===== src/sv/cgs_pkg.sv =====
// Package holding the shared types, codes and helpers of the contactor group supervisor.
`default_nettype none
package cgs_pkg;

  typedef enum logic [2:0] {
    ST_OFF    = 3'd0,
    ST_ONREQ  = 3'd1,
    ST_ONCONF = 3'd2,
    ST_OFFREQ = 3'd3,
    ST_FAULT  = 3'd4
  } grp_state_e;

  typedef enum logic [2:0] {
    F_NONE        = 3'd0,
    F_MISMATCH    = 3'd1,
    F_ON_TIMEOUT  = 3'd2,
    F_OFF_TIMEOUT = 3'd3,
    F_STUCK_ON    = 3'd4,
    F_UNEXP_OFF   = 3'd5
  } fault_e;

  typedef enum logic [2:0] {
    OP_TICK      = 3'd0,
    OP_ON        = 3'd1,
    OP_OFF       = 3'd2,
    OP_CLEAR     = 3'd3,
    OP_SET_MASK  = 3'd4,
    OP_ALL_OFF   = 3'd5,
    OP_CLEAR_ALL = 3'd6,
    OP_INIT      = 3'd7
  } op_e;

  localparam logic [1:0] REG_ON_TIMEOUT  = 2'd0;
  localparam logic [1:0] REG_OFF_TIMEOUT = 2'd1;
  localparam logic [1:0] REG_STABLE      = 2'd2;

  // Per-group record as held in the state registers.
  typedef struct packed {
    logic [2:0]  mode;
    logic [2:0]  fault;
    logic        cmd;
    logic        drive;
    logic [31:0] state_t;
    logic [31:0] abn_t;
    logic        abn;
  } grp_rec_t;

  // Everything a lane needs about the request besides its own group.
  typedef struct packed {
    logic [2:0]  op;
    logic        sel;
    logic        cmd_bit;
    logic        fb_on;
    logic        fb_off;
    logic        fb_mis;
    logic [31:0] now;
    logic [31:0] on_to;
    logic [31:0] off_to;
    logic [31:0] stable;
  } lane_in_t;

  // What a lane reports to the merge stage.
  typedef struct packed {
    logic new_fault;
    logic cleared;
    logic ok;
  } lane_flags_t;

  function automatic logic rec_faulted(grp_rec_t r);
    return (r.mode == ST_FAULT) || (r.fault != F_NONE);
  endfunction

endpackage
`default_nettype wire


===== src/sv/cgs_merge.sv =====
// Merge stage: folds the lane records and flags into one result.
`default_nettype none
module cgs_merge
  import cgs_pkg::*;
#(
  parameter int GROUPS = 8
) (
  input  wire grp_rec_t    rec_i [GROUPS],
  input  wire lane_flags_t flags_i [GROUPS],
  input  wire logic [2:0]  op_i,
  input  wire logic [3:0]  group_i,
  output logic             ok_o,
  output logic [2:0]       group_state_o,
  output logic [2:0]       group_fault_o,
  output logic [7:0]       drive_mask_o,
  output logic [7:0]       commanded_mask_o,
  output logic [7:0]       confirmed_mask_o,
  output logic [7:0]       faulted_mask_o,
  output logic [7:0]       new_fault_mask_o,
  output logic [7:0]       cleared_mask_o
);

  localparam int NM = (GROUPS < 8) ? GROUPS : 8;

  // Masks over the groups that have feedback bits, and the addressed group.
  always_comb begin
    logic all_ok;
    logic valid;
    all_ok = 1'b1;
    drive_mask_o = '0;
    commanded_mask_o = '0;
    confirmed_mask_o = '0;
    faulted_mask_o = '0;
    new_fault_mask_o = '0;
    cleared_mask_o = '0;
    for (int g = 0; g < GROUPS; g++) begin
      all_ok = all_ok & flags_i[g].ok;
    end
    for (int g = 0; g < NM; g++) begin
      drive_mask_o[g] = rec_i[g].drive;
      commanded_mask_o[g] = rec_i[g].cmd;
      confirmed_mask_o[g] = rec_i[g].mode == ST_ONCONF;
      faulted_mask_o[g] = rec_faulted(rec_i[g]);
      new_fault_mask_o[g] = flags_i[g].new_fault;
      cleared_mask_o[g] = flags_i[g].cleared;
    end
    valid = 32'(group_i) < GROUPS;
    group_state_o = ST_FAULT;
    group_fault_o = F_NONE;
    for (int g = 0; g < GROUPS; g++) begin
      if (32'(group_i) == g) begin
        group_state_o = rec_i[g].mode;
        group_fault_o = rec_i[g].fault;
      end
    end
    case (op_e'(op_i))
      OP_ON, OP_OFF, OP_CLEAR: ok_o = valid && all_ok;
      OP_CLEAR_ALL: ok_o = all_ok;
      default: ok_o = 1'b1;
    endcase
  end

endmodule
`default_nettype wire

===== config.mk =====
export PLATFORM = sky130hd
export DESIGN_NAME = cgs_merge
export DESIGN_NICKNAME = d
export VERILOG_FILES = /design/src/sv/cgs_pkg.sv /design/src/sv/cgs_merge.sv
export SDC_FILE = /design/constraint.sdc
export NUM_CORES = 1
export LEC_CHECK = 0
export BUFFER_PORTS_ARGS = -buffer_cell sky130_fd_sc_hd__buf_2
export CORE_AREA = 2 2 261 263
export DETAILED_ROUTE_END_ITERATION = 8
export DIE_AREA = 0 0 263 265
export RECOVER_POWER = 50
export SYNTH_ARGS = -nofsm -noshare
export SYNTH_HDL_FRONTEND = slang
export SYNTH_SLANG_ARGS = --single-unit

===== constraint.sdc =====
create_clock -name vclk -period 2.3
set_input_delay 0.575 -clock vclk [all_inputs]
set_output_delay 0.575 -clock vclk [all_outputs]
set_load 0.05 [all_outputs]

Word level (Yosys, flattened, before mapping)
Cells that the tools add are included.
- ROM bits: 0
- memories: 0
- register bits: 0
- input port bits: 615
- output and inout port bits: 55
- word-level logic and storage cells: 71
- bits in latches: 0
- memory bits (writable): 0
- divide/modulo/power cells: 0
- reductions and logical operators: 19
- multiplexer cells: 17
- equal/unequal tests: 27
- bitwise operators: 7
- multipliers: 0
- shift operators: 0
- magnitude comparators: 1
- add/sub/neg operators: 0
- operator list (cell ; number):
    two-way mux 3 bit ; 16
    equality test 3 x 2 -> 1 bit, second input constant ; 10
    equality test 3 bit, second input constant ; 9
    nonzero test 3 bit ; 8
    equality test 4 x 3 -> 1 bit, second input constant ; 4
    equality test 4 x 2 -> 1 bit, second input constant ; 2
    logical OR 1 bit ; 8
    bitwise AND 1 bit ; 7
    equality test 4 x 1 -> 1 bit, second input constant ; 1
    zero test 4 bit ; 1
    less-than comparator 4 bit, second input constant ; 1
    equality test 3 x 1 -> 1 bit, second input constant ; 1
    OR reduction 3 bit ; 1
    case mux 1 bit (2 select lines) ; 1
    logical AND 1 bit ; 1

Logic depth before layout (Yosys ltp)
Gate-level depths: netlist of run 1.
- depth after elaboration: 9
- mapped depth: 6
- depth with buffers taken out: 4

Worst setup path after synthesis of run 1
OpenSTA, ideal clock, no wires.
- path kind: input -> output
- start: input group_i[0]
- end: output group_fault_o[0]
- stages on the path: 5
- arrival: 2143 ps
- setup slack: -418 ps
- required time: 1725 ps
- path buffers: 1
- cell sequence: buf_6 or4b_1 o21ai_0 a21oi_1 o22ai_1
- word-level cells in the longest chain between the ends: 9
- elaborated cells on any way between the ends: 16
- classes of those cells: eq/ne: 7; mux: 8; reduce/logical: 1
- RTL lines (what ; RTL line ; source):
    from (decl) ; cgs_merge.sv:11 ; input wire logic [3:0] group_i,
    zero test 4 bit ; cgs_merge.sv:51 ; if (32'(group_i) == g) begin
    two-way mux 3 bit (7 in a row) ; cgs_merge.sv:51 ;
    two-way mux 3 bit (*) ; cgs_merge.sv:51 ;
    to (decl) ; cgs_merge.sv:14 ; output logic [2:0] group_fault_o,
Every way passes the cells marked *; elsewhere a longest branch is shown, timed or not.

Worst setup path in the final report of run 1
- start: input group_i[0]
- end: output group_fault_o[1]
The elaborated chain is that of the path after synthesis.

==> impl_metrics.tcl, run 1 <==
set metrics [dict create \
    status "finished, violations left" \
    violations "setup timing" \
    seq_cell_count 0 \
    path_buf_inv 2 \
    final_hold_viol_count 0 \
    ctsHoldBuffers 0 \
    power_uw 429 \
    nClkBuffers 0 \
    layout_commonest_cell "buf_2" \
    crit_arrival_ns 1.84 \
    ant_nets 0 \
    avgSynthCellArea_um2 7.12 \
    antenna_found_initial 17 \
    post_synth_fa_ha_maj_area_fraction_pct 0 \
    grt_setup_unrepaired "true" \
    vdd_drop_max_v 0.000115 \
    grt_max_degree 16 \
    syn_to_final_growth_pct 167 \
    syn_area_um2 997 \
    core_area_mm2 0.0668 \
    final_cell_mix "77 x buf_2, 19 x buf_4, 16 x nor2_1" \
    crit_path_start_kind "primary input" \
    die_area_mm2 0.0697 \
    syn_inst 140 \
    finalNonFillerCells 1086 \
    drv_slew 0 \
    synthMuxAreaShare_pct 15.9 \
    worst_slack_ns -0.110 \
    place_hpwl_um 10900 \
    wire_per_inst_um 10.5 \
    path_delay_family "simple AND/OR/NAND/NOR gates" \
    dr.pass1.iters 4 \
    max_stage_delay_ns 0.54 \
    synth_cell_types 31 \
    yosysWarnings 0 \
    final_util_pct 3.98 \
    worstSetupPathType "in -> out" \
    start_util_pct 1.49 \
    p_per_area_mw_per_mm2 161 \
    ios 670 \
    met3_usage_pct 1.65 \
    die_x_um 263 \
    fin_crit_sh_pct 105 \
    port_buffers 86 \
    synth_compound_area_share_pct 26.2 \
    setup-violations-final 5 \
    grt_busiest_layer "met1" \
    yosysSeqAreaShare_pct 0 \
    fp-row-count 95 \
    cpMaxStageDelayCell "or4b_4" \
    max_freq_ghz 0.415 \
    grt_use_met1_pct 5.77 \
    grt_first_pass_wirelength_um 13600 \
    p_switching_uw 248 \
    final_nets 824 \
    grt_overflow_total 0 \
    drv_cap 0 \
    regArea_um2 0 \
    final_cell_area_mm2 0.00266 \
    place.gp.congestion 0.717 \
    max-slew-margin-rel_pct 70.8 \
    end_kind "output port" \
    synthesis.nets 755 \
    vias 1372 \
    die_h_um 265 \
    critPathRequiredTime_ns 1.73 \
    grt_pass1_vias 1298 \
    gr-usage-met2_pct 2.52 \
    period_minus_slack_ns 2.41 \
    crit_chain "buf_12 > or4b_4 > o21ai_2 > a21oi_2 > o22ai_4 > buf_12" \
    cp_common_cell "buf_12" \
    synth_top_family_by_area "buffers and inverters" \
    netSwitchingFraction_pct 57.9 \
    clkPwrFrac_pct 0 \
    hp-class "in -> out" \
    grt_usage_pct 3.11 \
    p_int_uw 180 \
    layout-drive-gt1-share_pct 65.7 \
    dp.cells 1079 \
    via_per_inst 1.26 \
    combPwrFrac_pct 100.0 \
    synth_simple_gate_area_share_pct 27.4 \
    leakage_uw 0.000754 \
    place_area_mm2 0.00255 \
    wl_um 11400 \
    tightest_slew_ns 0.441 \
    drt-initial-drc-count 43 \
    synth-xor-area-share_pct 0 \
    p_seq_share_pct 0 \
    crit_fanout 7 \
    remaining_drc_errors 0 \
]
## worst paths after layout
kind	startpoint	endpoint	slack, ns	depth (start not counted)
worst max-delay path	group_i[0]	group_fault_o[1]	-0.11	6
worst min-delay path	flags_i[19]	cleared_mask_o[1]	1.15	0
## power by group through the flow
stage                     logic [µW]  registers, µW  clock network [µW]
after CTS                        425              0                   0
after detailed placement         410              0                   0
after global placement           409              0                   0
final                            429              0            0.000245
after global routing             460              0                   0
after floorplan                  347              0                   0
## area by class of cell
| class | instances | area, µm² |
|---|---|---|
| fillers | 7990 | 64100 |
| well taps | 873 | 1090 |
| multi-input cells | 95 | 811 |
| repair buffers | 107 | 722 |
| inverters | 5 | 18.8 |
| diodes | 6 | 15.0 |
## logic make-up (layout without fill, tap and decap cells)
group	count (synthesis)	count (layout)
buf+inv	45	112
other cells	0	6
simple gates	50	50
mux	10	10
compound gates	35	35
## per-layer routing
layer  up-vias  wire (µm)
met5         -         24
met4         4        133
met3        26       1420
met2       122       2490
met1       594       7310
li1        626          -
## what timing repair did
action	in CTS	in global routing
buffers inserted	0	1
pin swaps	2	1
setup endpoints to repair	6	6
gates resized for setup	17	9
## Yosys cell counts, types with 3 or more instances
| cell | instances | area share (%) |
|---|---|---|
| o22ai_1 | 3 | 1.9 |
| a21oi_1 | 10 | 5.0 |
| nor2_1 | 17 | 6.4 |
| a221oi_1 | 3 | 2.6 |
| mux4_2 | 3 | 6.8 |
| a2111o_1 | 8 | 9.0 |
| buf_4 | 32 | 24 |
| nand2_1 | 4 | 1.5 |
| inv_1 | 5 | 1.9 |
| mux2_2 | 4 | 4.5 |
| nand2b_1 | 10 | 6.3 |
| o21ai_0 | 5 | 2.5 |
| nor3b_1 | 7 | 5.3 |
| nor3_1 | 4 | 2.0 |
| clkbuf_1 | 3 | 1.1 |
| buf_2 | 3 | 1.5 |
## through the flow
stage	TNS [ns]	worst slack (ns)	hold slack, ns
after CTS	-0.407	-0.117	1.15
after floorplan	-0.0151	-0.00757	1.25
final	-0.354	-0.110	1.15
after global routing	-0.563	-0.140	1.15
after global placement	-1.40	-0.301	1.15
after detailed placement	-1.44	-0.305	1.15
(Power assumes the default switching activity.)
==> run 2, diff against run 1 <==
--- a/config.mk
+++ b/config.mk
@@ -9,6 +9,7 @@
 export CORE_AREA = 2 2 261 263
 export DETAILED_ROUTE_END_ITERATION = 8
 export DIE_AREA = 0 0 263 265
+export PLACE_DENSITY_LB_ADDON = 0.1
 export RECOVER_POWER = 50
 export SYNTH_ARGS = -nofsm -noshare
 export SYNTH_HDL_FRONTEND = slang
==> run 2 against run 1 <==
Against the previous run: the flow still finishes with violations (setup timing); sequential share of layout area stayed put; critical path depth is 2 higher; via count is 2.0% lower; routed wire length is 9.1% lower; combinational power is 7.9% higher; largest cell class unchanged; largest power group unchanged.
==> impl_metrics.tcl, run 2 (synthesized netlist as in run 1, its figures left out) <==
set metrics [dict create \
    drv_slew 0 \
    seq_cell_count 0 \
    status "finished, violations left" \
    crit_path_start_kind "primary input" \
    crit_fanout 6 \
    final_cell_mix "77 x buf_2, 22 x buf_4, 14 x nor2_1" \
    grt_overflow_total 0 \
    place.gp.congestion 0.613 \
    hp-class "in -> out" \
    finalNonFillerCells 1087 \
    holdWs_ns 1.15 \
    worstSetupPathType "in -> out" \
    wl_um 10300 \
    die_x_um 263 \
    vdd_drop_max_v 0.0000429 \
    period_minus_slack_ns 2.44 \
    dr.pass1.iters 4 \
    wire_per_inst_um 9.51 \
    remaining_drc_errors 0 \
    nClkBuffers 0 \
    final_hold_viol_count 0 \
    leakage_uw 0.000823 \
    p_per_area_mw_per_mm2 165 \
    die_area_mm2 0.0697 \
    grt_pass1_vias 1406 \
    fin_crit_sh_pct 106 \
    setup_tns_ns -0.448 \
    worst_slack_ns -0.139 \
    core_area_mm2 0.0668 \
    layout-drive-gt1-share_pct 69.6 \
    layout_commonest_cell "buf_2" \
    vias 1344 \
    fp-row-count 95 \
    start_util_pct 1.49 \
    ios 670 \
    tightest_slew_ns 0.331 \
    max_freq_ghz 0.410 \
    drv_cap 0 \
    dp.cells 1085 \
    crit_arrival_ns 1.86 \
    setup-violations-final 5 \
    violations "setup timing" \
    syn_to_final_growth_pct 181 \
    grt_max_degree 21 \
    place_hpwl_um 9680 \
    port_buffers 86 \
    antenna_found_initial 10 \
    regArea_um2 0 \
    final_cell_area_mm2 0.00281 \
    end_kind "output port" \
    power_uw 463 \
    max-slew-margin-rel_pct 77.9 \
    via_per_inst 1.24 \
    drt-initial-drc-count 30 \
    grt_first_pass_wirelength_um 13200 \
    die_h_um 265 \
    final_nets 831 \
    n_antenna_cell 0 \
    ant_nets 0 \
    critPathRequiredTime_ns 1.73 \
    ctsHoldBuffers 0 \
    grt_usage_pct 2.80 \
    grt_setup_unrepaired "true" \
    place_area_mm2 0.00261 \
]
[run 2: cell types whose count changed in the layout (fill, tap and decap cells not counted), moves of 3 or more]
| cell | change |
|---|---|
| buf_4 | +3 |
| a221oi_1 | -3 |
| a21oi_4 | +3 |
| a21oi_2 | -4 |
| diode_2 | -6 |
[run 2: repair_timing]
item	CTS	global route
resized for setup	36	7
pin swaps	9	7
setup endpoints to repair	6	6
buffers inserted	4	0
[run 2: through the flow]
step | util (%) | setup slack (ns)
floorplan | - | -0.00757
finish | 4.20 | -0.139
detailed placement | 3.90 | -0.378
CTS | 4.15 | -0.169
global route | 4.20 | -0.194
global placement | 3.90 | -0.378
[run 2: metal layers]
metal	up-vias	GRT usage [%]	wire [µm]	share of wire [%]
li1	630	-	-	-
met5	-	0	63	0.61
met1	597	3.82	4740	46
met3	18	2.18	1940	19
met4	10	0.0154	67	0.65
met2	89	3.56	3530	34
[run 2: worst paths after layout]
| kind | from | slack (ns) | endpoint | cells after the start |
|---|---|---|---|---|
| worst max-delay path | group_i[1] | -0.14 | group_state_o[1] | 8 |
| worst min-delay path | flags_i[19] | 1.15 | cleared_mask_o[1] | 0 |
[run 2: final cells by class]
cell class | count | area, µm²
well taps | 873 | 1090
multi-input cells | 95 | 892
repair buffers | 114 | 802
inverters | 5 | 18.8
fillers | 7998 | 64000
[run 2: critical path, cell delays in order]
cell and delay, ns:
buf_12 0.11, buf_12 0.12, buf_6 0.10, mux2i_1 0.10
o21a_1 0.19, o211ai_1 0.28, a32o_2 0.22, buf_12 0.14
[run 2: power by group]
part           leakage (µW)  total, µW  switching, µW  internal, µW
Clock                     0          0              0             0
Sequential                0          0              0             0
Combinational      0.000823        463            261           202
Total              0.000823        463            261           202
