<file path="src/sv/cgs_pkg.sv">
// Package holding the shared types, codes and helpers of the contactor group supervisor.
`default_nettype none
package cgs_pkg;

  typedef enum logic [2:0] {
    ST_OFF    = 3'd0,
    ST_ONREQ  = 3'd1,
    ST_ONCONF = 3'd2,
    ST_OFFREQ = 3'd3,
    ST_FAULT  = 3'd4
  } grp_state_e;

  typedef enum logic [2:0] {
    F_NONE        = 3'd0,
    F_MISMATCH    = 3'd1,
    F_ON_TIMEOUT  = 3'd2,
    F_OFF_TIMEOUT = 3'd3,
    F_STUCK_ON    = 3'd4,
    F_UNEXP_OFF   = 3'd5
  } fault_e;

  typedef enum logic [2:0] {
    OP_TICK      = 3'd0,
    OP_ON        = 3'd1,
    OP_OFF       = 3'd2,
    OP_CLEAR     = 3'd3,
    OP_SET_MASK  = 3'd4,
    OP_ALL_OFF   = 3'd5,
    OP_CLEAR_ALL = 3'd6,
    OP_INIT      = 3'd7
  } op_e;

  localparam logic [1:0] REG_ON_TIMEOUT  = 2'd0;
  localparam logic [1:0] REG_OFF_TIMEOUT = 2'd1;
  localparam logic [1:0] REG_STABLE      = 2'd2;

  // Per-group record as held in the state registers.
  typedef struct packed {
    logic [2:0]  mode;
    logic [2:0]  fault;
    logic        cmd;
    logic        drive;
    logic [31:0] state_t;
    logic [31:0] abn_t;
    logic        abn;
  } grp_rec_t;

  // Everything a lane needs about the request besides its own group.
  typedef struct packed {
    logic [2:0]  op;
    logic        sel;
    logic        cmd_bit;
    logic        fb_on;
    logic        fb_off;
    logic        fb_mis;
    logic [31:0] now;
    logic [31:0] on_to;
    logic [31:0] off_to;
    logic [31:0] stable;
  } lane_in_t;

  // What a lane reports to the merge stage.
  typedef struct packed {
    logic new_fault;
    logic cleared;
    logic ok;
  } lane_flags_t;

  function automatic logic rec_faulted(grp_rec_t r);
    return (r.mode == ST_FAULT) || (r.fault != F_NONE);
  endfunction

endpackage
`default_nettype wire

</file>
<file path="src/sv/cgs_lane.sv">
// One supervision lane: computes the next record of a single group for any operation.
`default_nettype none
module cgs_lane
  import cgs_pkg::*;
(
  input  wire grp_rec_t    rec_i,
  input  wire lane_in_t    req_i,
  output grp_rec_t         rec_o,
  output lane_flags_t      flags_o
);

  function automatic logic expired(logic [31:0] now, logic [31:0] st, logic [31:0] lim);
    logic [31:0] el;
    el = now - st;
    return el >= lim;
  endfunction

  // Next state of the group for the requested operation.
  always_comb begin
    grp_rec_t    r;
    logic        was;
    logic        on_act;
    logic        off_act;
    logic [2:0]  f;
    logic        fire;
    r = rec_i;
    was = rec_faulted(rec_i);
    flags_o = '0;
    flags_o.ok = 1'b1;
    on_act = 1'b0;
    off_act = 1'b0;
    f = F_NONE;
    fire = 1'b0;
    case (op_e'(req_i.op))
      OP_TICK: begin
        case (grp_state_e'(rec_i.mode))
          ST_OFF, ST_ONCONF: begin
            if ((rec_i.mode == ST_OFF) ? req_i.fb_off : req_i.fb_on) begin
              r.abn = 1'b0;
            end else begin
              if (!rec_i.abn) begin
                r.abn = 1'b1;
                r.abn_t = req_i.now;
              end
              if (expired(req_i.now, r.abn_t, req_i.stable)) begin
                fire = 1'b1;
                if (req_i.fb_mis) f = F_MISMATCH;
                else if (rec_i.mode == ST_ONCONF) f = F_UNEXP_OFF;
                else if (req_i.fb_on) f = F_STUCK_ON;
                else f = F_OFF_TIMEOUT;
              end
            end
          end
          ST_ONREQ: begin
            if (req_i.fb_on) begin
              r.mode = ST_ONCONF;
              r.fault = F_NONE;
              r.abn = 1'b0;
            end else if (expired(req_i.now, rec_i.state_t, req_i.on_to)) begin
              fire = 1'b1;
              f = req_i.fb_mis ? F_MISMATCH : F_ON_TIMEOUT;
            end
          end
          ST_OFFREQ: begin
            if (req_i.fb_off) begin
              r.mode = ST_OFF;
              r.fault = F_NONE;
              r.abn = 1'b0;
            end else if (expired(req_i.now, rec_i.state_t, req_i.off_to)) begin
              fire = 1'b1;
              if (req_i.fb_mis) f = F_MISMATCH;
              else if (req_i.fb_on) f = F_STUCK_ON;
              else f = F_OFF_TIMEOUT;
            end
          end
          default: begin
            r.drive = 1'b0;
            r.cmd = 1'b0;
            r.mode = ST_FAULT;
            r.abn = 1'b0;
            if (rec_i.fault == F_NONE) begin
              r.fault = F_UNEXP_OFF;
              flags_o.new_fault = !was;
            end
          end
        endcase
        if (fire) begin
          r.drive = 1'b0;
          r.cmd = 1'b0;
          r.mode = ST_FAULT;
          r.fault = f;
          r.abn = 1'b0;
          flags_o.new_fault = !was && (f != F_NONE);
        end
      end
      OP_ON: on_act = req_i.sel;
      OP_OFF: off_act = req_i.sel;
      OP_SET_MASK: begin
        off_act = !req_i.cmd_bit && (rec_i.cmd || rec_i.mode == ST_ONREQ
                                     || rec_i.mode == ST_ONCONF);
        on_act = req_i.cmd_bit && rec_i.mode == ST_OFF;
      end
      OP_ALL_OFF: off_act = 1'b1;
      OP_CLEAR, OP_CLEAR_ALL: begin
        if ((req_i.sel || req_i.op == OP_CLEAR_ALL) && was) begin
          r.drive = 1'b0;
          r.cmd = 1'b0;
          r.abn = 1'b0;
          r.state_t = req_i.now;
          if (req_i.fb_off) begin
            r.fault = F_NONE;
            r.mode = ST_OFF;
            flags_o.cleared = 1'b1;
          end else begin
            r.mode = ST_FAULT;
            flags_o.ok = 1'b0;
            if (req_i.fb_on) r.fault = F_STUCK_ON;
            else if (req_i.fb_mis) r.fault = F_MISMATCH;
            else r.fault = F_OFF_TIMEOUT;
          end
        end
      end
      default: begin
        r.drive = 1'b0;
        r.cmd = 1'b0;
        r.fault = F_NONE;
        r.abn = 1'b0;
        r.abn_t = req_i.now;
        r.state_t = req_i.now;
        r.mode = req_i.fb_off ? ST_OFF : ST_OFFREQ;
      end
    endcase
    // Request off, applied before any request on.
    if (off_act) begin
      r.cmd = 1'b0;
      r.abn = 1'b0;
      r.drive = 1'b0;
      if (!(rec_i.mode == ST_FAULT || rec_i.mode == ST_OFFREQ
            || (rec_i.mode == ST_OFF && req_i.fb_off))) begin
        r.mode = ST_OFFREQ;
        r.state_t = req_i.now;
      end
    end
    // Request on.
    if (on_act) begin
      if (rec_i.mode == ST_ONREQ || rec_i.mode == ST_ONCONF) begin
        r.cmd = 1'b1;
      end else if (rec_i.mode == ST_OFF) begin
        r.cmd = 1'b1;
        r.abn = 1'b0;
        r.drive = 1'b1;
        r.mode = ST_ONREQ;
        r.fault = F_NONE;
        r.state_t = req_i.now;
      end else begin
        flags_o.ok = 1'b0;
      end
    end
    rec_o = r;
  end

endmodule
`default_nettype wire

</file>
<file path="config.mk">
export PLATFORM = sky130hd
export DESIGN_NAME = cgs_lane
export DESIGN_NICKNAME = d
export VERILOG_FILES = /design/src/sv/cgs_pkg.sv /design/src/sv/cgs_lane.sv
export SDC_FILE = /design/constraint.sdc
export NUM_CORES = 1
export LEC_CHECK = 0
export BUFFER_PORTS_ARGS = -buffer_cell sky130_fd_sc_hd__buf_2
export CORE_ASPECT_RATIO = 0.7
export CORE_UTILIZATION = 35
export DETAILED_ROUTE_END_ITERATION = 10
export PLACE_DENSITY = 0.68
export SKIP_LAST_GASP = 1
export SYNTH_ARGS = -nofsm -noshare
export SYNTH_HDL_FRONTEND = slang
export SYNTH_SLANG_ARGS = --single-unit
</file>
<file path="constraint.sdc">
create_clock -name vclk -period 7.6
set_clock_uncertainty 0.15 [all_clocks]
set_input_delay 1.14 -clock vclk [all_inputs]
set_output_delay 1.14 -clock vclk [all_outputs]
set_load 0.03 [all_outputs]
</file>
=== Word-level counts from Yosys, hierarchy flattened ===
Cells that the tools add are included.

* Register bits after elaboration: 0
* Word-level logic and storage cells: 115
* Output and inout port bits: 76
* Input bits: 209

* Equal/unequal tests: 10
* $lt $le $gt $ge: 3
* Multiplexer cells: 75
* Add/subtract/negate cells: 2
* Reductions and logical operators: 25

{| class="wikitable"
|+ Operators with widths
! kind !! number
|-
| 2-to-1 mux 33 bit || 5
|-
| 2-to-1 mux 40 bit || 4
|-
| one-hot mux 32 bit (2 select lines) || 2
|-
| greater-or-equal comparator 32 bit || 3
|-
| 2-to-1 mux 32 bit || 3
|-
| subtractor 32 bit || 2
|-
| 2-to-1 mux 3 bit || 13
|-
| 2-to-1 mux 34 bit || 1
|-
| 2-to-1 mux 1 bit || 26
|-
| 2-to-1 mux 6 bit || 4
|-
| one-hot mux 8 bit (3 select lines) || 1
|-
| one-hot mux 6 bit (3 select lines) || 1
|-
| 2-to-1 mux 2 bit || 8
|-
| equality test 3 x 2 -> 1 bit, second input constant || 4
|-
| equality test 3 bit, second input constant || 4
|-
| one-hot mux 1 bit (3 select lines) || 4
|-
| zero test 3 bit || 3
|-
| one-hot mux 3 bit (3 select lines) || 1
|-
| 2-to-1 mux 8 bit || 1
|-
| OR reduction 4 bit || 2
|-
| logical OR 1 bit || 7
|-
| equality test 3 x 1 -> 1 bit, second input constant || 2
|-
| nonzero test 3 bit || 2
|-
| OR reduction 6 bit || 1
|-
| other kinds (5) || 11
|}

=== Depth between registers and ports, before layout ===
Gate-level depths: netlist of run 1.

* Word-level depth: 18
* Gate-level depth with buffers: 27
* Mapped depth without buffers: 26

=== Worst setup path before layout of run 1 ===
Ideal clock, no wire load.

* Kind: input-to-output
* Start point: input port rec_i[0] in the netlist's numbering
* End point: output port rec_o[71] in the netlist's numbering
* Stages on the path: 23
* Arrival time: 6.874 ns
* Path slack: -0.564 ns
* Data required time: 6.310 ns
* Buffers on the path: 3
* Path through: clkbuf_1 clkbuf_1 clkbuf_1 mux2i_1 fa_1 a211oi_1 o21bai_1 o221ai_1 nand3_1 a211oi_1 o21ai_1 a211oi_1 o21ai_1 a21oi_1 xnor2_1 ha_1 a21o_1 a211oi_1 o31ai_1 nand2_1 nor3b_4 nand2_1 o31ai_1

{| class="wikitable"
|+ RTL lines
! element !! RTL line !! source
|-
| from (decl) || cgs_lane.sv:6 || <nowiki>input wire grp_rec_t rec_i,</nowiki>
|-
| to (decl) || cgs_lane.sv:8 || <nowiki>output grp_rec_t rec_o,</nowiki>
|}

==> results of run 1 <==
==> layer usage <==
metal | GRT usage, % | up-vias | share of wire, %
met4 | 2.931 | 0 | 1.5
met5 | 0 | - | 0
met3 | 3.152 | 37 | 7.3
met1 | 34.80 | 3705 | 50
met2 | 36.14 | 325 | 42
li1 | - | 4182 | -
==> through the flow <==
step	cell area [sq um]	setup WS [ns]	total power [mW]	hold slack, ns
floorplan	7163	0.02050	0.6575	2.356
global placement	8966	0.1651	0.9122	2.521
detailed placement	8966	0.03516	0.9273	2.523
CTS	8966	0.01635	0.9335	2.525
global route	9273	-0.02126	1.090	2.535
finish	9273	0.2505	0.9795	2.527
==> area by class of cell <==
| class | instances | area [sq um] | area share, % |
|---|---|---|---|
| multi-input combinational | 818 | 6744 | 72.73 |
| antenna | 1 | 2.502 | 0.02699 |
| tap | 270 | 337.8 | 3.643 |
| inverter | 141 | 531.8 | 5.735 |
| timing repair buffer | 311 | 1657 | 17.87 |
==> cell families after synthesis <==
kind of cell             count (synthesis)  share of synthesized area, %
buffers and inverters                  162                         8.603
XOR/XNOR                                59                         7.222
adder cells (fa/ha/maj)                161                         28.36
AND/OR/NAND/NOR                        226                         15.56
multiplexers                            80                         12.07
AO/OA/AOI/OAI                          292                         28.19
==> repair_timing <==
item | CTS | global route
hold buffers | 0 | 0
setup endpoints to repair | 0 | 10
endpoints found under the hold margin | 0 | 0
resized for setup | 0 | 59
buffers inserted | 0 | 10
==> how the worst max path moves through the flow <==
stage / from / end / slack, ns
2_1_floorplan: rec_i[0] / rec_o[71] / 0.02
3_3_place_gp: rec_i[0] / rec_o[66] / 0.17
3_5_place_dp: rec_i[0] / rec_o[66] / 0.04
4_1_cts: rec_i[0] / rec_o[66] / 0.02
5_1_grt: req_i[96] / rec_o[0] / -0.02
6_report: req_i[96] / rec_o[69] / 0.25
==> layout by cell type (no fill, tap or decap), types with 5 or more instances in the layout <==
cell type                  synthesis  final
sky130_fd_sc_hd__a31oi_1          10      8
sky130_fd_sc_hd__mux2i_1          30     24
sky130_fd_sc_hd__o22ai_1           6      6
sky130_fd_sc_hd__o21a_1            9      9
sky130_fd_sc_hd__o21ai_1           7      9
sky130_fd_sc_hd__inv_1           140    139
sky130_fd_sc_hd__a211oi_2          1      6
sky130_fd_sc_hd__nor2b_1           8      8
sky130_fd_sc_hd__a21oi_1          76     69
sky130_fd_sc_hd__nand4_1          19     19
sky130_fd_sc_hd__buf_4             0     28
sky130_fd_sc_hd__nand3_1          22     22
sky130_fd_sc_hd__ha_1            159    155
sky130_fd_sc_hd__o21bai_1         12     12
sky130_fd_sc_hd__o211ai_1          5      5
sky130_fd_sc_hd__mux2_2           50     50
sky130_fd_sc_hd__a21oi_2           1      8
sky130_fd_sc_hd__and2_1            5      5
sky130_fd_sc_hd__nor3_1           11     11
sky130_fd_sc_hd__buf_2             6    281
sky130_fd_sc_hd__a21o_1           47     47
sky130_fd_sc_hd__and3_1            7      7
sky130_fd_sc_hd__nand2b_1         15     15
sky130_fd_sc_hd__nand2_1          52     49
sky130_fd_sc_hd__mux2i_2           0      5
sky130_fd_sc_hd__a211oi_1         12      7
sky130_fd_sc_hd__xnor2_1          40     39
sky130_fd_sc_hd__xor2_1           19     19
sky130_fd_sc_hd__a211o_1           6      6
sky130_fd_sc_hd__a221o_1          15     15
sky130_fd_sc_hd__o21ai_0          41     36
sky130_fd_sc_hd__nor2_1           66     65
==> where the power goes <==
group,switching [mW],internal (mW)
clock,0,0.0000000176
sequential,0,0
combinational,0.560,0.419
total,0.560,0.419
==> worst min-delay path: stages <==
cell	delay, ns
sky130_fd_sc_hd__buf_2	0.10
sky130_fd_sc_hd__nand3_1	0.06
sky130_fd_sc_hd__o21ai_1	0.07
sky130_fd_sc_hd__buf_2	0.18
==> impl_metrics.csv, run 1 <==
group,metric,value,unit
global_route,wire_length_of_the_first_global_routing_pass,39810,um
synthesis,yosys_warnings,0,
worst_setup_path,cpLargestDelayFamily,"compound AO/OA/AOI/OAI gates",
floorplan,die_height,121.6,um
place,placement.io_buffers,285,
floorplan,rows,43,
worst_setup_path,crit_slowest_cell,"sky130_fd_sc_hd__or4_1",
synthesis,yosysSeqAreaShare,0,%
pwr,power.density,105.6,nW/um^2
timing,slew_viol_final,0,
worst_setup_path,count_of_buffering_cells_on_the_critical_path_with_inverters_included,5,
routing,drt_pass1_iterations,7,
global_route,global_route_usage_sum,23.35,%
cells_and_area,numSequentialCells,0,
routing,post_route_drc,0,
global_route,grt_overflow,0,
global_route,grt_pass1_vias,7588,
floorplan,floorplan.initialDensity,35.95,%
timing,max_freq,136.1,MHz
timing,timing.final.setup_violations,0,
synthesis,synth_most_common_cell,"sky130_fd_sc_hd__ha_1",
outcome,status,"completed",
worst_setup_path,worst_path_largest_cell_delay,0.48,ns
place,gp_congestion,0.9892,
timing,final-hold-violation-count,0,
synthesis,syn-mean-instance-area,7.302,sq um
cells_and_area,share_of_cells_above_drive_strength_1,32.68,%
routing,detail_route.wirelength,26190,um
worst_setup_path,critical_path_required_time,6.31,ns
synthesis,synthesis.instances,980,
cells_and_area,syn_to_final_growth,29.59,%
timing,worst-slew-pin-transition,1.118,ns
cells_and_area,post_route_utilization,46.58,%
cells_and_area,fillers,2019,
timing,worst_slew_margin_rel,24.91,%
routing,vias,8249,
global_route,grt_start_max_net_pins,33,
synthesis,netlist_top_cells_count,"sky130_fd_sc_hd__ha_1, sky130_fd_sc_hd__inv_1, sky130_fd_sc_hd__a21oi_1, sky130_fd_sc_hd__nor2_1, sky130_fd_sc_hd__nand2_1",
synthesis,yosys.area.top_type,"sky130_fd_sc_hd__ha_1",
synthesis,synth_top_area_share,27.80,%
floorplan,fp.coreArea,19910,sq um
routing,vias_per_cell,5.353,
worst_setup_path,end_kind,"output pin",
global_route,grt_antenna_before_repair,1,
synthesis,mappedNetlistNets,1350,
synthesis,mappedNetlistArea,7156,sq um
worst_setup_path,number_of_logic_stages_on_the_critical_path_including_buffering,25,
routing,post_drt_wl_per_cell,16.99,um
worst_hold_path,worst_hold_path.num_cells,4,
cells_and_area,final-seq-area,0,sq um
routing,antenna_violating_nets_post_route,0,
pwr,cellLeakagePower,5.117,nW
timing,timing.final.crit_period,7.350,ns
pwr,worst_ir_drop_vdd,44.01,uV
cells_and_area,layout.cells.non_filler,1541,
timing,fin_setup_tns,0,ns
job,timing.max_cap.violations,0,
worst_setup_path,critPathLaunchType,"input pin",
worst_setup_path,cp.arrival,6.06,ns
synthesis,post_synth_main_area_contributors,"sky130_fd_sc_hd__ha_1, sky130_fd_sc_hd__mux2_2, sky130_fd_sc_hd__inv_1",
floorplan,floorplan.die_area,21030,sq um
cells_and_area,nets,1642,
synthesis,synthDistinctLibCells,70,
place,dp_hpwl,22410,um
worst_hold_path,min-delay-start,"rec_i[65]",
floorplan,fp.dieW,172.9,um
worst_setup_path,setup.worst_path.class,"input pin to output pin",
cells_and_area,clockBufferCount,0,
timing,final.period_utilization,96.70,%
worst_hold_path,holdPathEnd,"rec_o[65]",
floorplan,pin_count,285,
worst_setup_path,path_max_fanout,4,
worst_hold_path,worst_hold_path_type,"input pin to output pin",
place,placedCellCount,1530,
routing,violation_count_after_the_first_detailed_route_iteration,623,
Note: power is estimated with default switching activity, not from simulation.
==> run 2: changes to the inputs <==
--- a/config.mk
+++ b/config.mk
@@ -9,7 +9,6 @@
 export CORE_ASPECT_RATIO = 0.7
 export CORE_UTILIZATION = 35
 export DETAILED_ROUTE_END_ITERATION = 10
-export PLACE_DENSITY = 0.68
 export SKIP_LAST_GASP = 1
 export SYNTH_ARGS = -nofsm -noshare
 export SYNTH_HDL_FRONTEND = slang
==> run 2 against run 1 <==
Power decreased by 1.7%. Sequential share of layout area unchanged. Wire length decreased by 0.73%. Non-clock buffer count decreased by 4. Worst hold slack got worse by 0.013 ns. Combinational power decreased by 2%. Critical path type unchanged. Largest cell class unchanged.
==> impl_metrics.csv, run 2 (synthesized netlist as in run 1, its figures left out) <==
group,metric,value,unit
cells_and_area,most_common_cell_after_layout_fill_and_taps_aside,"sky130_fd_sc_hd__buf_2",
cells_and_area,share_of_cells_above_drive_strength_1,31.44,%
floorplan,die_height,121.6,um
cells_and_area,layout_common_cells,"sky130_fd_sc_hd__buf_2, sky130_fd_sc_hd__ha_1, sky130_fd_sc_hd__inv_1, sky130_fd_sc_hd__a21oi_1, sky130_fd_sc_hd__nor2_1",
pwr,cellLeakagePower,5.093,nW
worst_setup_path,worst_path_largest_cell_delay,0.43,ns
timing,max_freq,136.6,MHz
global_route,grt_start_max_net_pins,33,
pwr,power.density,105.3,nW/um^2
global_route,wire_length_of_the_first_global_routing_pass,39430,um
global_route,global_route_usage_sum,23.25,%
routing,drt_pass1_iterations,5,
pwr,power.internal,0.4106,mW
worst_setup_path,cp_common_cell,"sky130_fd_sc_hd__nor2_1",
cells_and_area,clockBufferCount,0,
timing,final.period_utilization,96.32,%
pwr,p_clk_share,0,%
timing,worst_slew_margin_rel,23.70,%
timing,worst-slew-pin-transition,1.142,ns
routing,post_route_drc,0,
routing,antenna_violating_nets_post_route,0,
floorplan,floorplan.initialDensity,35.95,%
worst_setup_path,end_kind,"output pin",
cells_and_area,nets,1638,
pwr,seq_power_share,0,%
cells_and_area,syn_to_final_growth,27.82,%
routing,vias_per_cell,5.324,
cells_and_area,numSequentialCells,0,
floorplan,pin_count,285,
routing,vias,8178,
timing,grt_setup_unrepaired,"no",
global_route,globalRouteMet3Util,1.810,%
global_route,grt_pass1_vias,7331,
place,dp_hpwl,22320,um
outcome,status,"completed",
timing,fin_setup_tns,0,ns
global_route,gr-max-usage-layer,"met1",
worst_hold_path,worst_hold_path_type,"input pin to output pin",
pwr,worst_ir_drop_vdd,35.55,uV
cells_and_area,post_route_utilization,45.95,%
global_route,groute.layer.met2.usage,34.90,%
worst_setup_path,path_max_fanout,4,
cells_and_area,final-seq-area,0,sq um
place,gp_congestion,0.9482,
cells_and_area,fin_area,9146,sq um
floorplan,floorplan.die_area,21030,sq um
routing,post_drt_wl_per_cell,16.92,um
worst_setup_path,crit_slowest_cell,"sky130_fd_sc_hd__a2111oi_0",
floorplan,fp.coreArea,19910,sq um
floorplan,fp.dieW,172.9,um
timing,timing.final.crit_period,7.321,ns
routing,violation_count_after_the_first_detailed_route_iteration,532,
timing,slew_viol_final,0,
worst_setup_path,setup.worst_path.class,"input pin to output pin",
place,placement.io_buffers,285,
global_route,grt_antenna_before_repair,0,
worst_setup_path,cp.arrival,6.03,ns
timing,final-hold-violation-count,0,
timing,holdWs,2.514,ns
timing,timing.final.setup_violations,0,
routing,detail_route.wirelength,26000,um
place,dpl-instance-area,8966,sq um
worst_setup_path,cpLargestDelayFamily,"compound AO/OA/AOI/OAI gates",
pwr,switching_share,57.36,%
global_route,grt_overflow,0,
pwr,switchingPower,0.5523,mW
worst_setup_path,crit_path_start,"req_i[96]",
pwr,power.share.combinational,100.0,%
cells_and_area,antenna-diode-count,0,
worst_hold_path,min-delay-start,"rec_i[65]",
worst_setup_path,count_of_buffering_cells_on_the_critical_path_with_inverters_included,5,
job,timing.max_cap.violations,0,
floorplan,rows,43,
worst_setup_path,critical_path_required_time,6.31,ns
global_route,grt_met1_usage,36.16,%
worst_setup_path,critPathLaunchType,"input pin",
-- run 2: worst min-delay path: stages --
cell and delay, ns:
sky130_fd_sc_hd__buf_2 0.10, sky130_fd_sc_hd__nand3_1 0.06, sky130_fd_sc_hd__o21ai_1 0.06, sky130_fd_sc_hd__buf_2 0.17
-- run 2: per-stage QoR --
step / cells / setup WS, ns / total power, mW
after floorplan: 980 / 0.02050 / 0.6575
after global placement: 1530 / 0.09577 / 0.9167
after detailed placement: 1530 / 0.02823 / 0.9248
after CTS: 1531 / 0.06145 / 0.9316
after global routing: 1536 / 0.01075 / 1.071
final: 1536 / 0.2794 / 0.9629
-- run 2: per-layer routing --
layer  part of all wire [%]  routed length (um)
met2                     41               10720
met3                    5.4                1402
met4                    1.5                 383
met1                     52               13490
met5                      0                   0
-- run 2: final timing paths --
check / to / cells past startpoint / slack (ns)
worst max-delay path: rec_o[68] / 25 / 0.28
worst min-delay path: rec_o[65] / 4 / 2.51
-- run 2: area by class of cell --
cell class / count / area (sq um)
multi-input combinational: 818 / 6668
inverter: 141 / 529.3
timing repair buffer: 307 / 1612
tap: 270 / 337.8
fill: 2082 / 10760
-- run 2: timing repair --
item,in CTS,in global routing
resized for setup,0,35
hold buffers,0,0
endpoints found under the setup margin,1,10
pin swaps,0,12
buffers inserted,1,5
-- run 2: power by group through the flow --
stage	combinational (mW)	sequential [mW]	clock (mW)
5_1_grt	1.07	0	0
3_3_place_gp	0.917	0	0
6_report	0.963	0	0
4_1_cts	0.932	0	0
2_1_floorplan	0.657	0	0
3_5_place_dp	0.925	0	0
